**src/hw/rtl/pefa_pkg.sv**
```systemverilog
// Package for the pointer event frame assembler: event codes, command
// format passed from the front end to the back end, and shared helpers.
// No dependencies.
`default_nettype none

package pefa_pkg;

  localparam logic [4:0] TypeSyn = 5'd0;
  localparam logic [4:0] TypeKey = 5'd1;
  localparam logic [4:0] TypeRel = 5'd2;
  localparam logic [4:0] TypeAbs = 5'd3;

  localparam logic [9:0] CodeX        = 10'd0;
  localparam logic [9:0] CodeY        = 10'd1;
  localparam logic [9:0] CodePressure = 10'd24;
  localparam logic [9:0] CodeLeft     = 10'd272;
  localparam logic [9:0] CodeRight    = 10'd273;
  localparam logic [9:0] CodeMiddle   = 10'd274;
  localparam logic [9:0] CodeReport   = 10'd0;

  localparam logic [2:0] FlagMotion   = 3'h1;
  localparam logic [2:0] FlagButton   = 3'h2;
  localparam logic [2:0] FlagPressure = 3'h4;

  localparam logic [30:0] DefaultPressureMax = 31'd1023;
  localparam logic [31:0] UsecPerSec         = 32'd1000000;

  // Command queue depth and pointer width.
  localparam int QDepth = 2;
  localparam int QPtrW  = 1;
  localparam int QCntW  = 2;

  // Pressure quotient width: one quotient bit per divider step.
  localparam int DivSteps = 16;
  localparam int DivCntW  = 4;

  typedef enum logic [2:0] {
    OP_REL_X,
    OP_REL_Y,
    OP_ABS_X,
    OP_ABS_Y,
    OP_PRESS,
    OP_KEY,
    OP_SYNC
  } op_t;

  typedef struct packed {
    op_t         op;
    logic        resync;
    logic [31:0] fixed;       // 24.8 value for motion commands
    logic [30:0] pnum_hi;     // pressure numerator, upper 31 bits
    logic [15:0] pnum_lo;     // pressure numerator, lower 16 bits
    logic [2:0]  key_mask;
    logic        key_pressed;
    logic [31:0] time_prod;   // seconds times one million, low 32 bits
    logic [19:0] usec;
  } cmd_t;

  // A programmed maximum of zero selects the default.
  function automatic logic [30:0] eff_pmax(input logic [30:0] cfg);
    eff_pmax = (cfg == 31'd0) ? DefaultPressureMax : cfg;
  endfunction

endpackage

`default_nettype wire

```
**src/hw/rtl/pefa_if.sv**
```systemverilog
// Channel interfaces of the pointer event frame assembler: input events
// and output samples, each with valid/ready. No dependencies.
`default_nettype none

interface pefa_event_if;
  logic               valid;
  logic               ready;
  logic        [4:0]  event_type;
  logic        [9:0]  event_code;
  logic signed [31:0] event_value;
  logic        [31:0] time_seconds;
  logic        [19:0] time_microseconds;
  logic               resync_mode;

  modport source (output valid, event_type, event_code, event_value, time_seconds,
                  time_microseconds, resync_mode, input ready);
  modport sink (input valid, event_type, event_code, event_value, time_seconds,
                time_microseconds, resync_mode, output ready);
endinterface

interface pefa_sample_if;
  logic               valid;
  logic               ready;
  logic signed [31:0] sample_dx;
  logic signed [31:0] sample_dy;
  logic        [15:0] sample_pressure;
  logic        [2:0]  sample_buttons;
  logic        [31:0] sample_time;

  modport source (output valid, sample_dx, sample_dy, sample_pressure, sample_buttons,
                  sample_time, input ready);
  modport sink (input valid, sample_dx, sample_dy, sample_pressure, sample_buttons,
                sample_time, output ready);
endinterface

`default_nettype wire

```
**src/hw/rtl/pefa_front.sv**
```systemverilog
// Front end: accepts input events, classifies them into commands and
// pushes them into the command queue. Depends on pefa_pkg, pefa_if.
`default_nettype none

module pefa_front (
  pefa_event_if.sink        events,
  input  wire logic [30:0]  pmax,
  input  wire logic         full,
  output logic              push,
  output pefa_pkg::cmd_t    cmd
);
  import pefa_pkg::*;

  logic        keep;
  logic [31:0] abs_fixed;
  logic [31:0] rel_fixed;
  logic [30:0] pclamp;
  logic [46:0] pnum;
  logic [2:0]  mask;
  logic        is_x;
  logic        is_y;
  logic        is_p;

  assign is_x = (events.event_code == CodeX);
  assign is_y = (events.event_code == CodeY);
  assign is_p = (events.event_code == CodePressure);

  // Absolute coordinate times 256, saturated to the signed 32-bit range.
  always_comb begin
    if (events.event_value[31:23] == 9'h000 || events.event_value[31:23] == 9'h1FF) begin
      abs_fixed = {events.event_value[23:0], 8'h00};
    end else if (events.event_value[31]) begin
      abs_fixed = 32'h8000_0000;
    end else begin
      abs_fixed = 32'h7FFF_FFFF;
    end
  end

  assign rel_fixed = {events.event_value[23:0], 8'h00};

  // Clamp pressure to [0, max], then form value * 65535.
  always_comb begin
    if (events.event_value[31]) begin
      pclamp = 31'd0;
    end else if (events.event_value[30:0] > pmax) begin
      pclamp = pmax;
    end else begin
      pclamp = events.event_value[30:0];
    end
  end

  assign pnum = {pclamp, 16'h0000} - {16'h0000, pclamp};

  always_comb begin
    case (events.event_code)
      CodeLeft:   mask = 3'b001;
      CodeRight:  mask = 3'b010;
      CodeMiddle: mask = 3'b100;
      default:    mask = 3'b000;
    endcase
  end

  always_comb begin
    keep            = 1'b0;
    cmd.op          = OP_SYNC;
    cmd.resync      = events.resync_mode;
    cmd.fixed       = (events.event_type == TypeRel) ? rel_fixed : abs_fixed;
    cmd.pnum_hi     = pnum[46:16];
    cmd.pnum_lo     = pnum[15:0];
    cmd.key_mask    = mask;
    cmd.key_pressed = (events.event_value != 32'sd0);
    cmd.time_prod   = events.time_seconds * UsecPerSec;
    cmd.usec        = events.time_microseconds;
    case (events.event_type)
      TypeRel: begin
        if (!events.resync_mode && is_x) begin
          keep = 1'b1; cmd.op = OP_REL_X;
        end else if (!events.resync_mode && is_y) begin
          keep = 1'b1; cmd.op = OP_REL_Y;
        end
      end
      TypeAbs: begin
        if (is_x) begin
          keep = 1'b1; cmd.op = OP_ABS_X;
        end else if (is_y) begin
          keep = 1'b1; cmd.op = OP_ABS_Y;
        end else if (is_p) begin
          keep = 1'b1; cmd.op = OP_PRESS;
        end
      end
      TypeKey: begin
        if (mask != 3'b000) begin
          keep = 1'b1; cmd.op = OP_KEY;
        end
      end
      TypeSyn: begin
        if (!events.resync_mode && events.event_code == CodeReport) begin
          keep = 1'b1; cmd.op = OP_SYNC;
        end
      end
      default: keep = 1'b0;
    endcase
  end

  // Ignored events are taken and dropped here.
  assign events.ready = !full;
  assign push         = events.valid && !full && keep;

endmodule

`default_nettype wire

```
**src/hw/rtl/pefa_queue.sv**
```systemverilog
// Short command queue between the front and back ends.
// Depends on pefa_pkg.
`default_nettype none

module pefa_queue (
  input  wire logic           clk,
  input  wire logic           rst,
  input  wire logic           push,
  input  pefa_pkg::cmd_t      wr_cmd,
  output logic                full,
  output logic                valid,
  output pefa_pkg::cmd_t      head,
  input  wire logic           pop
);
  import pefa_pkg::*;

  cmd_t             entries [QDepth];
  logic [QPtrW-1:0] wr_ptr;
  logic [QPtrW-1:0] rd_ptr;
  logic [QCntW-1:0] count;

  assign full  = (count == QCntW'(QDepth));
  assign valid = (count != '0);
  assign head  = entries[rd_ptr];

  always_ff @(posedge clk) begin
    if (rst) begin
      wr_ptr <= '0;
      rd_ptr <= '0;
      count  <= '0;
    end else begin
      if (push) wr_ptr <= wr_ptr + 1'b1;
      if (pop)  rd_ptr <= rd_ptr + 1'b1;
      case ({push, pop})
        2'b10:   count <= count + 1'b1;
        2'b01:   count <= count - 1'b1;
        default: count <= count;
      endcase
    end
  end

  always_ff @(posedge clk) begin
    if (push) entries[wr_ptr] <= wr_cmd;
  end

  a_no_overflow: assert property (@(posedge clk) disable iff (rst) full |-> !push)
    else $error("command pushed into a full queue");
  a_no_underflow: assert property (@(posedge clk) disable iff (rst) pop |-> valid)
    else $error("command popped from an empty queue");
  a_count_range: assert property (@(posedge clk) disable iff (rst)
                                  count <= QCntW'(QDepth))
    else $error("queue count out of range");

endmodule

`default_nettype wire

```
**src/hw/rtl/pefa_back.sv**
```systemverilog
// Back end: executes queued commands against the frame state, scales
// pressure with a bit-serial divider and holds the output sample register.
// Depends on pefa_pkg, pefa_if.
`default_nettype none

module pefa_back (
  input  wire logic          clk,
  input  wire logic          rst,
  input  wire logic [30:0]   pmax,
  input  wire logic          q_valid,
  input  pefa_pkg::cmd_t     head,
  output logic               pop,
  pefa_sample_if.source      samples
);
  import pefa_pkg::*;

  typedef enum logic [1:0] {
    ST_IDLE = 2'b01,
    ST_DIV  = 2'b10
  } state_t;

  state_t             state;
  logic [DivCntW-1:0] div_cnt;
  logic [30:0]        rem;
  logic [15:0]        quo;
  logic               div_resync;

  logic [31:0] accum_x;
  logic [31:0] accum_y;
  logic [15:0] accum_pressure;
  logic [2:0]  flags;
  logic [31:0] mirror_x;
  logic [31:0] mirror_y;
  logic [15:0] mirror_pressure;
  logic [2:0]  held_buttons;

  logic        out_free;
  logic        emit;
  logic [31:0] trial;
  logic        ge;
  logic [30:0] rem_next;
  logic [15:0] quo_next;

  assign out_free = !samples.valid || samples.ready;
  // A sync waits until the output register can take a sample.
  assign pop  = (state == ST_IDLE) && q_valid && ((head.op != OP_SYNC) || out_free);
  assign emit = pop && (head.op == OP_SYNC) && (flags != 3'b000);

  // One restoring-division step per cycle.
  assign trial    = {rem, quo[15]};
  assign ge       = (trial >= {1'b0, pmax});
  assign rem_next = ge ? 31'(trial - {1'b0, pmax}) : trial[30:0];
  assign quo_next = {quo[14:0], ge};

  always_ff @(posedge clk) begin
    if (rst) begin
      state           <= ST_IDLE;
      div_cnt         <= '0;
      accum_x         <= '0;
      accum_y         <= '0;
      accum_pressure  <= '0;
      flags           <= '0;
      mirror_x        <= '0;
      mirror_y        <= '0;
      mirror_pressure <= '0;
      held_buttons    <= '0;
      samples.valid   <= 1'b0;
    end else begin
      if (emit) begin
        samples.valid <= 1'b1;
      end else if (samples.ready) begin
        samples.valid <= 1'b0;
      end
      case (state)
        ST_IDLE: begin
          if (pop) begin
            case (head.op)
              OP_REL_X: begin
                accum_x <= accum_x + head.fixed;
                flags   <= flags | FlagMotion;
              end
              OP_REL_Y: begin
                accum_y <= accum_y + head.fixed;
                flags   <= flags | FlagMotion;
              end
              OP_ABS_X: begin
                mirror_x <= head.fixed;
                if (!head.resync) begin
                  accum_x <= head.fixed;
                  flags   <= flags | FlagMotion;
                end
              end
              OP_ABS_Y: begin
                mirror_y <= head.fixed;
                if (!head.resync) begin
                  accum_y <= head.fixed;
                  flags   <= flags | FlagMotion;
                end
              end
              OP_PRESS: begin
                state   <= ST_DIV;
                div_cnt <= '0;
              end
              OP_KEY: begin
                if (head.key_pressed) begin
                  held_buttons <= held_buttons | head.key_mask;
                end else begin
                  held_buttons <= held_buttons & ~head.key_mask;
                end
                if (!head.resync) flags <= flags | FlagButton;
              end
              OP_SYNC: begin
                if (emit) begin
                  accum_x        <= '0;
                  accum_y        <= '0;
                  accum_pressure <= '0;
                  flags          <= '0;
                end
              end
              default: state <= ST_IDLE;
            endcase
          end
        end
        ST_DIV: begin
          div_cnt <= div_cnt + 1'b1;
          if (div_cnt == DivCntW'(DivSteps - 1)) begin
            state           <= ST_IDLE;
            mirror_pressure <= quo_next;
            if (!div_resync) begin
              accum_pressure <= quo_next;
              flags          <= flags | FlagPressure;
            end
          end
        end
        default: state <= ST_IDLE;
      endcase
    end
  end

  // Divider datapath and output payload carry no reset.
  always_ff @(posedge clk) begin
    if (state == ST_IDLE) begin
      rem        <= head.pnum_hi;
      quo        <= head.pnum_lo;
      div_resync <= head.resync;
    end else begin
      rem <= rem_next;
      quo <= quo_next;
    end
    if (emit) begin
      if ((flags & FlagMotion) == 3'b000) begin
        samples.sample_dx       <= mirror_x;
        samples.sample_dy       <= mirror_y;
        samples.sample_pressure <= mirror_pressure;
      end else begin
        samples.sample_dx       <= accum_x;
        samples.sample_dy       <= accum_y;
        samples.sample_pressure <= accum_pressure;
      end
      samples.sample_buttons <= held_buttons;
      samples.sample_time    <= head.time_prod + {12'h000, head.usec};
    end
  end

  a_pop_only_idle: assert property (@(posedge clk) disable iff (rst)
                                    pop |-> state == ST_IDLE)
    else $error("command popped while the divider is busy");
  a_press_starts_div: assert property (@(posedge clk) disable iff (rst)
                                       (pop && head.op == OP_PRESS) |=> state == ST_DIV)
    else $error("pressure command did not start the divider");
  a_sample_from_sync: assert property (@(posedge clk) disable iff (rst)
                                       $rose(samples.valid) |-> $past(emit))
    else $error("sample raised without a report sync");
  a_no_overwrite: assert property (@(posedge clk) disable iff (rst)
                                   emit |-> out_free)
    else $error("sample register overwritten before it was taken");

endmodule

`default_nettype wire

```
**src/hw/rtl/pointer_event_frame_assembler_top.sv**
```systemverilog
// Top level of the pointer event frame assembler: configuration register,
// front end, command queue and back end. Depends on pefa_pkg, pefa_if,
// pefa_front, pefa_queue, pefa_back.
//
//   Channel                 Direction  Handshake          Carries
//   events                  in         valid/ready        one input event
//   samples                 out        valid/ready        one assembled sample
//   pressure_maximum_we/_wd in         write enable only  pressure maximum
//
// The front end takes one event per cycle whenever the two-entry command
// queue has room, so events are accepted back to back in bursts.
// The back end executes one command per cycle while it is idle, and a report
// sync only when the output register is free; an absolute pressure event keeps
// it busy while its 16-bit scaled value comes from a bit-serial divider that
// produces one quotient bit per cycle. A sample is presented in the cycle
// after the back end takes its report sync from the queue.
// Reset (rst, synchronous, active high) clears the frame state, mirrors,
// held buttons, the pressure maximum and the queue. A stalled output holds a
// report sync at the head of the queue; the commands behind it wait, and
// events keep being accepted until the queue is full.
`default_nettype none

module pointer_event_frame_assembler_top (
  input  wire logic        clk,
  input  wire logic        rst,
  pefa_event_if.sink       events,
  pefa_sample_if.source    samples,
  input  wire logic        pressure_maximum_we,
  input  wire logic [30:0] pressure_maximum_wd
);
  import pefa_pkg::*;

  logic [30:0] pressure_maximum;
  logic [30:0] pmax;
  logic        push;
  logic        full;
  logic        q_valid;
  logic        pop;
  cmd_t        wr_cmd;
  cmd_t        head;

  // Configuration must be written only while the block is idle (the block does
  // not enforce this), so both ends may use the register directly.
  always_ff @(posedge clk) begin
    if (rst) begin
      pressure_maximum <= '0;
    end else if (pressure_maximum_we) begin
      pressure_maximum <= pressure_maximum_wd;
    end
  end

  // Zero in the register means the default maximum of 1023.
  assign pmax = eff_pmax(pressure_maximum);

  pefa_front u_front (
    .events (events),
    .pmax   (pmax),
    .full   (full),
    .push   (push),
    .cmd    (wr_cmd)
  );

  pefa_queue u_queue (
    .clk    (clk),
    .rst    (rst),
    .push   (push),
    .wr_cmd (wr_cmd),
    .full   (full),
    .valid  (q_valid),
    .head   (head),
    .pop    (pop)
  );

  pefa_back u_back (
    .clk     (clk),
    .rst     (rst),
    .pmax    (pmax),
    .q_valid (q_valid),
    .head    (head),
    .pop     (pop),
    .samples (samples)
  );

endmodule

`default_nettype wire
```
**src/flat_wrapper.sv**
```systemverilog
// flat-port wrapper written by rule: the top's interface ports become plain ports
module pointer_event_frame_assembler_top_flat import pefa_pkg::*;
  (clk, rst, pressure_maximum_we, pressure_maximum_wd, events_valid, events_event_type, events_event_code, events_event_value, events_time_seconds, events_time_microseconds, events_resync_mode, events_ready, samples_valid, samples_sample_dx, samples_sample_dy, samples_sample_pressure, samples_sample_buttons, samples_sample_time, samples_ready);
  pefa_event_if events_i ();
  pefa_sample_if samples_i ();
  input  wire logic clk;
  input  wire logic rst;
  input  wire logic pressure_maximum_we;
  input  wire logic [30:0] pressure_maximum_wd;
  input wire logic [$bits(events_i.valid)-1:0] events_valid;
  input wire logic [$bits(events_i.event_type)-1:0] events_event_type;
  input wire logic [$bits(events_i.event_code)-1:0] events_event_code;
  input wire logic [$bits(events_i.event_value)-1:0] events_event_value;
  input wire logic [$bits(events_i.time_seconds)-1:0] events_time_seconds;
  input wire logic [$bits(events_i.time_microseconds)-1:0] events_time_microseconds;
  input wire logic [$bits(events_i.resync_mode)-1:0] events_resync_mode;
  output wire logic [$bits(events_i.ready)-1:0] events_ready;
  output wire logic [$bits(samples_i.valid)-1:0] samples_valid;
  output wire logic [$bits(samples_i.sample_dx)-1:0] samples_sample_dx;
  output wire logic [$bits(samples_i.sample_dy)-1:0] samples_sample_dy;
  output wire logic [$bits(samples_i.sample_pressure)-1:0] samples_sample_pressure;
  output wire logic [$bits(samples_i.sample_buttons)-1:0] samples_sample_buttons;
  output wire logic [$bits(samples_i.sample_time)-1:0] samples_sample_time;
  input wire logic [$bits(samples_i.ready)-1:0] samples_ready;
  assign events_i.valid = events_valid;
  assign events_i.event_type = events_event_type;
  assign events_i.event_code = events_event_code;
  assign events_i.event_value = events_event_value;
  assign events_i.time_seconds = events_time_seconds;
  assign events_i.time_microseconds = events_time_microseconds;
  assign events_i.resync_mode = events_resync_mode;
  assign events_ready = events_i.ready;
  assign samples_valid = samples_i.valid;
  assign samples_sample_dx = samples_i.sample_dx;
  assign samples_sample_dy = samples_i.sample_dy;
  assign samples_sample_pressure = samples_i.sample_pressure;
  assign samples_sample_buttons = samples_i.sample_buttons;
  assign samples_sample_time = samples_i.sample_time;
  assign samples_i.ready = samples_ready;
  pointer_event_frame_assembler_top u_core (.clk(clk), .rst(rst), .events(events_i), .samples(samples_i), .pressure_maximum_we(pressure_maximum_we), .pressure_maximum_wd(pressure_maximum_wd));
endmodule
```
**config.mk**
```make
export PLATFORM = sky130hd
export DESIGN_NAME = pointer_event_frame_assembler_top_flat
export DESIGN_NICKNAME = d
export VERILOG_FILES = /design/src/hw/rtl/pefa_pkg.sv /design/src/hw/rtl/pefa_if.sv /design/src/hw/rtl/pefa_front.sv /design/src/hw/rtl/pefa_queue.sv /design/src/hw/rtl/pefa_back.sv /design/src/hw/rtl/pointer_event_frame_assembler_top.sv /design/src/flat_wrapper.sv
export SDC_FILE = /design/constraint.sdc
export NUM_CORES = 1
export LEC_CHECK = 0
export BUFFER_PORTS_ARGS = -buffer_cell sky130_fd_sc_hd__buf_2
export CORE_MARGIN = 4
export CORE_UTILIZATION = 30
export DETAILED_ROUTE_END_ITERATION = 8
export PLACE_DENSITY_LB_ADDON = 0.3
export SETUP_SLACK_MARGIN = 0.4
export SLEW_MARGIN = 20
export SYNTH_ARGS = -nofsm -noshare
export SYNTH_HDL_FRONTEND = slang
export SYNTH_SLANG_ARGS = --single-unit
```
**constraint.sdc**
```tcl
create_clock -name clk -period 11.6 [get_ports clk]
set_input_delay 2.32 -clock clk [delete_from_list [all_inputs] [get_ports clk]]
set_output_delay 2.32 -clock clk [all_outputs]
set_load 0.05 [all_outputs]
```
==> flow_metrics.py <==
metrics = {
    "yosys": {
        "synth_edf_count": 368,
        "post-synth-top-count-cell": "edfxtp_1",
        "synth-seq-area-share": 0.458,
        "synth-warning-count": 0,
        "syn_nets": 3769,
        "synth_top_cell_area_share": 0.318,
        "avgSynthCellArea_sq_um": 10.3,
        "synthFlopType": "edfxtp_1",
        "yosys.area.top_type": "edfxtp_1",
        "ys_ff_latch": 610,
        "synthTopCellsByArea": "edfxtp_1 32%, dfxtp_1 14%, ha_1 7.5%",
        "synth_common_cells": "368 x edfxtp_1, 328 x nor2_1, 242 x dfxtp_1",
        "synth_async_sr_flop_share": 0,
        "syn_area_sq_um": 34700,
        "synthCells": 3355,
        "synth_cell_types": 88,
    },
    "cts": {
        "clock-root-buffer": "clkbuf_16",
        "clk_pin_slew_ns": 0.06,
        "tritoncts": "yes",
        "cts_setup_buffers": 0,
        "clockBufferDepth": 3,
        "cts.htree.levels": 3,
        "clkLatencyLatePin_ns": 0.63,
        "cts_hold_buf": 0,
        "cts_resized": 0,
        "cts_made_buffers": 77,
        "clock-sinks": 610,
    },
    "critical_path": {
        "worstSetupEndpointType": "register",
        "worst_ep_required_time_ns": 11.94,
        "cp_max_fo": 25,
        "startpoint_type": "register",
        "r2r_start": "u_core.pressure_maximum[9]",
        "worstSetupPathType": "reg -> reg",
        "worstPathArrival_ns": 8.63,
        "cp-startpoint": "u_core.pressure_maximum[9]",
    },
    "route": {
        "drtPass1Iterations": 5,
        "drtIter0Drc": 1724,
        "ant_nets": 0,
        "dr_total_vias": 26000,
        "vias_per_cell": 5.03,
        "drt_wl_total_mm": 102,
        "routedWlPerCell_um": 19.7,
        "drc": 0,
    },
    "layout": {
        "fin_nets": 3985,
        "instances_no_fill": 5162,
        "drive_gt1_frac": 0.152,
        "syn2layout_area_growth_pct": 16.3,
        "stdcell_area_sq_um": 40400,
    },
    "timing": {
        "skew_ns": 0.0311,
        "slew_viol_final": 0,
        "fin_setup_tns_ns": 0,
        "setup_viol": 0,
        "max_freq_mhz": 121,
        "rsz0062_at_grt": "false",
        "period_needed_ns": 8.28,
        "holdWs_ns": 0.436,
        "period_share": 0.714,
        "tightest_slew_ns": 1.09,
        "hold_viol_final": 0,
        "slew_headroom": 0.253,
    },
    "floorplanning": {
        "row_count": 124,
        "fp.dieH_um": 348,
        "start_util": 0.303,
        "die-area_sq_um": 121000,
        "pin_count": 253,
        "die_w_um": 348,
        "fp.coreArea_sq_um": 115000,
    },
    "power_and_ir_drop": {
        "p_per_area_nw_per_um2": 214,
        "ir_worst_vdd_mv": 0.148,
        "fin_total_pwr_uw": 8640,
        "p_leak_uw": 0.0156,
    },
    "grt": {
        "grt_max_degree": 78,
        "grt_pass1_vias": 25100,
        "overflow": 0,
        "grtUsageTotal": 0.164,
        "antenna_found_initial": 25,
        "grt_pass1_wl_mm": 154,
    },
    "place": {
        "placedInstanceArea_sq_um": 37600,
        "dp_hpwl_mm": 75.1,
        "dp_cells": 5004,
        "io_buffers": 246,
        "place_congestion": 0.908,
    },
    "run_status": {
        "run_status": "complete, no violations",
    },
    "worst_hold_path": {
        "hold_class": "reg -> reg",
    },
    "flow_run": {
        "cap_violations": 0,
    },
}
## path summary, 6_finish.rpt
check | endpoint | depth (start not counted) | slack (ns)
worst min register to register | u_core.u_back.samples.sample_buttons[2] | 0 | 0.44
worst max register to register | u_core.u_queue.entries[0][96] | 23 | 3.32
worst max-delay path | u_core.u_queue.entries[0][96] | 23 | 3.32
worst min-delay path | u_core.u_back.samples.sample_buttons[2] | 0 | 0.44
## critical path, cell delays in order, from the launching register on
cell and delay, ns:
dfxtp_1 0.40, or4_1 0.54, nor2_1 0.63, and3_1 0.78, nor2_1 0.26, ha_1 0.38
nor3_1 0.05, o31a_1 0.25, o31ai_1 0.44, a41oi_1 0.43, nor3_2 0.30, buf_4 0.31
nor2_1 0.07, a211oi_1 0.63, ha_1 0.41, a21oi_1 0.33, inv_1 0.07, a21oi_1 0.16
inv_1 0.08, a22o_1 0.21, a311oi_4 0.38, o31ai_4 0.15, a2111oi_1 0.54, xnor2_1 0.18
## layout make-up
class | instances | area [sq um]
Fill cell | 11500 | 74300
Multi-Input combinational cell | 2377 | 17500
Sequential cell | 610 | 15900
Clock buffer | 98 | 2130
Tap cell | 1512 | 1890
Timing Repair Buffer | 284 | 1520
Inverter | 221 | 835
Clock inverter | 44 | 544
Antenna cell | 16 | 40.0
## layer usage
| layer | global-route usage | up-vias | share of wire |
|---|---|---|---|
| met5 | 0 | - | 0.00040 |
| met4 | 0.0461 | 6 | 0.025 |
| met3 | 0.0322 | 149 | 0.074 |
| met2 | 0.269 | 706 | 0.46 |
| met1 | 0.221 | 12400 | 0.44 |
| li1 | - | 12700 | - |
## where the power goes
| part | switching, uW | leakage [uW] | total (uW) | internal (uW) |
|---|---|---|---|---|
| combinational | 1980 | 0.00899 | 3370 | 1390 |
| sequential | 121 | 0.00531 | 2760 | 2640 |
| clock | 979 | 0.00129 | 2520 | 1540 |
| total | 3080 | 0.0156 | 8640 | 5560 |
## registers in the layout, indices dropped and copies added, names as in the netlist, named ones only
| register | flops |
|---|---|
| u_core.u_back.div_resync | 1 |
| u_core.u_back.state | 2 |
| u_core.u_back.samples.sample_dy | 32 |
| u_core.u_back.div_cnt | 4 |
| u_core.u_back.accum_y | 32 |
| u_core.u_back.samples.sample_buttons | 3 |
| u_core.pressure_maximum | 31 |
| u_core.u_back.samples.valid | 1 |
| u_core.u_back.samples.sample_time | 32 |
| u_core.u_back.quo | 16 |
| u_core.u_back.rem | 31 |
| u_core.u_queue.entries | 252 |
| u_core.u_back.flags | 3 |
| u_core.u_queue.count | 2 |
| u_core.u_back.accum_pressure | 16 |
| u_core.u_queue.wr_ptr | 1 |
| u_core.u_back.mirror_pressure | 16 |
| u_core.u_back.samples.sample_pressure | 16 |
| u_core.u_back.accum_x | 32 |
| u_core.u_queue.rd_ptr | 1 |
| u_core.u_back.samples.sample_dx | 32 |
| u_core.u_back.mirror_x | 25 |
| u_core.u_back.mirror_y | 25 |
## cell families (layout without fill, tap and decap cells)
kind of cell	Yosys count	in the layout	synth area share
mux	223	223	0.0680
xor+xnor	184	184	0.0464
buf+inv	368	647	0.0400
other cells	0	16	0
fa+ha+maj	286	286	0.117
simple gates	928	928	0.124
compound gates	756	756	0.146
flops	610	610	0.458
## cells in the final DEF (no fill, tap or decap), types with 11 or more instances in the layout
master / instances
buf_2: 245
or4_1: 13
o221ai_1: 23
nor2_1: 323
edfxtp_1: 368
a21o_1: 73
xnor2_1: 115
nor2b_1: 35
o21a_1: 19
a31oi_1: 36
mux2_2: 103
fa_1: 69
nand4_1: 20
a211oi_1: 99
or3_1: 20
dfxtp_1: 240
inv_1: 220
diode_2: 16
xor2_1: 69
clkbuf_16: 82
nor3_1: 91
nand3_1: 71
o21ai_0: 135
o31ai_1: 14
clkbuf_1: 14
clkinv_2: 11
ha_1: 209
buf_4: 38
nand2b_1: 33
a21oi_1: 198
mux2i_1: 120
a221oi_1: 27
o21bai_1: 21
and3_1: 20
nand2_1: 232
and2_1: 11
## through the flow
step	setup slack, ns	util
floorplan	2.15	-
global placement	3.09	0.328
detailed placement	2.94	0.328
CTS	3.42	0.352
global route	2.89	0.352
finish	3.32	0.352
(Power assumes the default switching activity.)
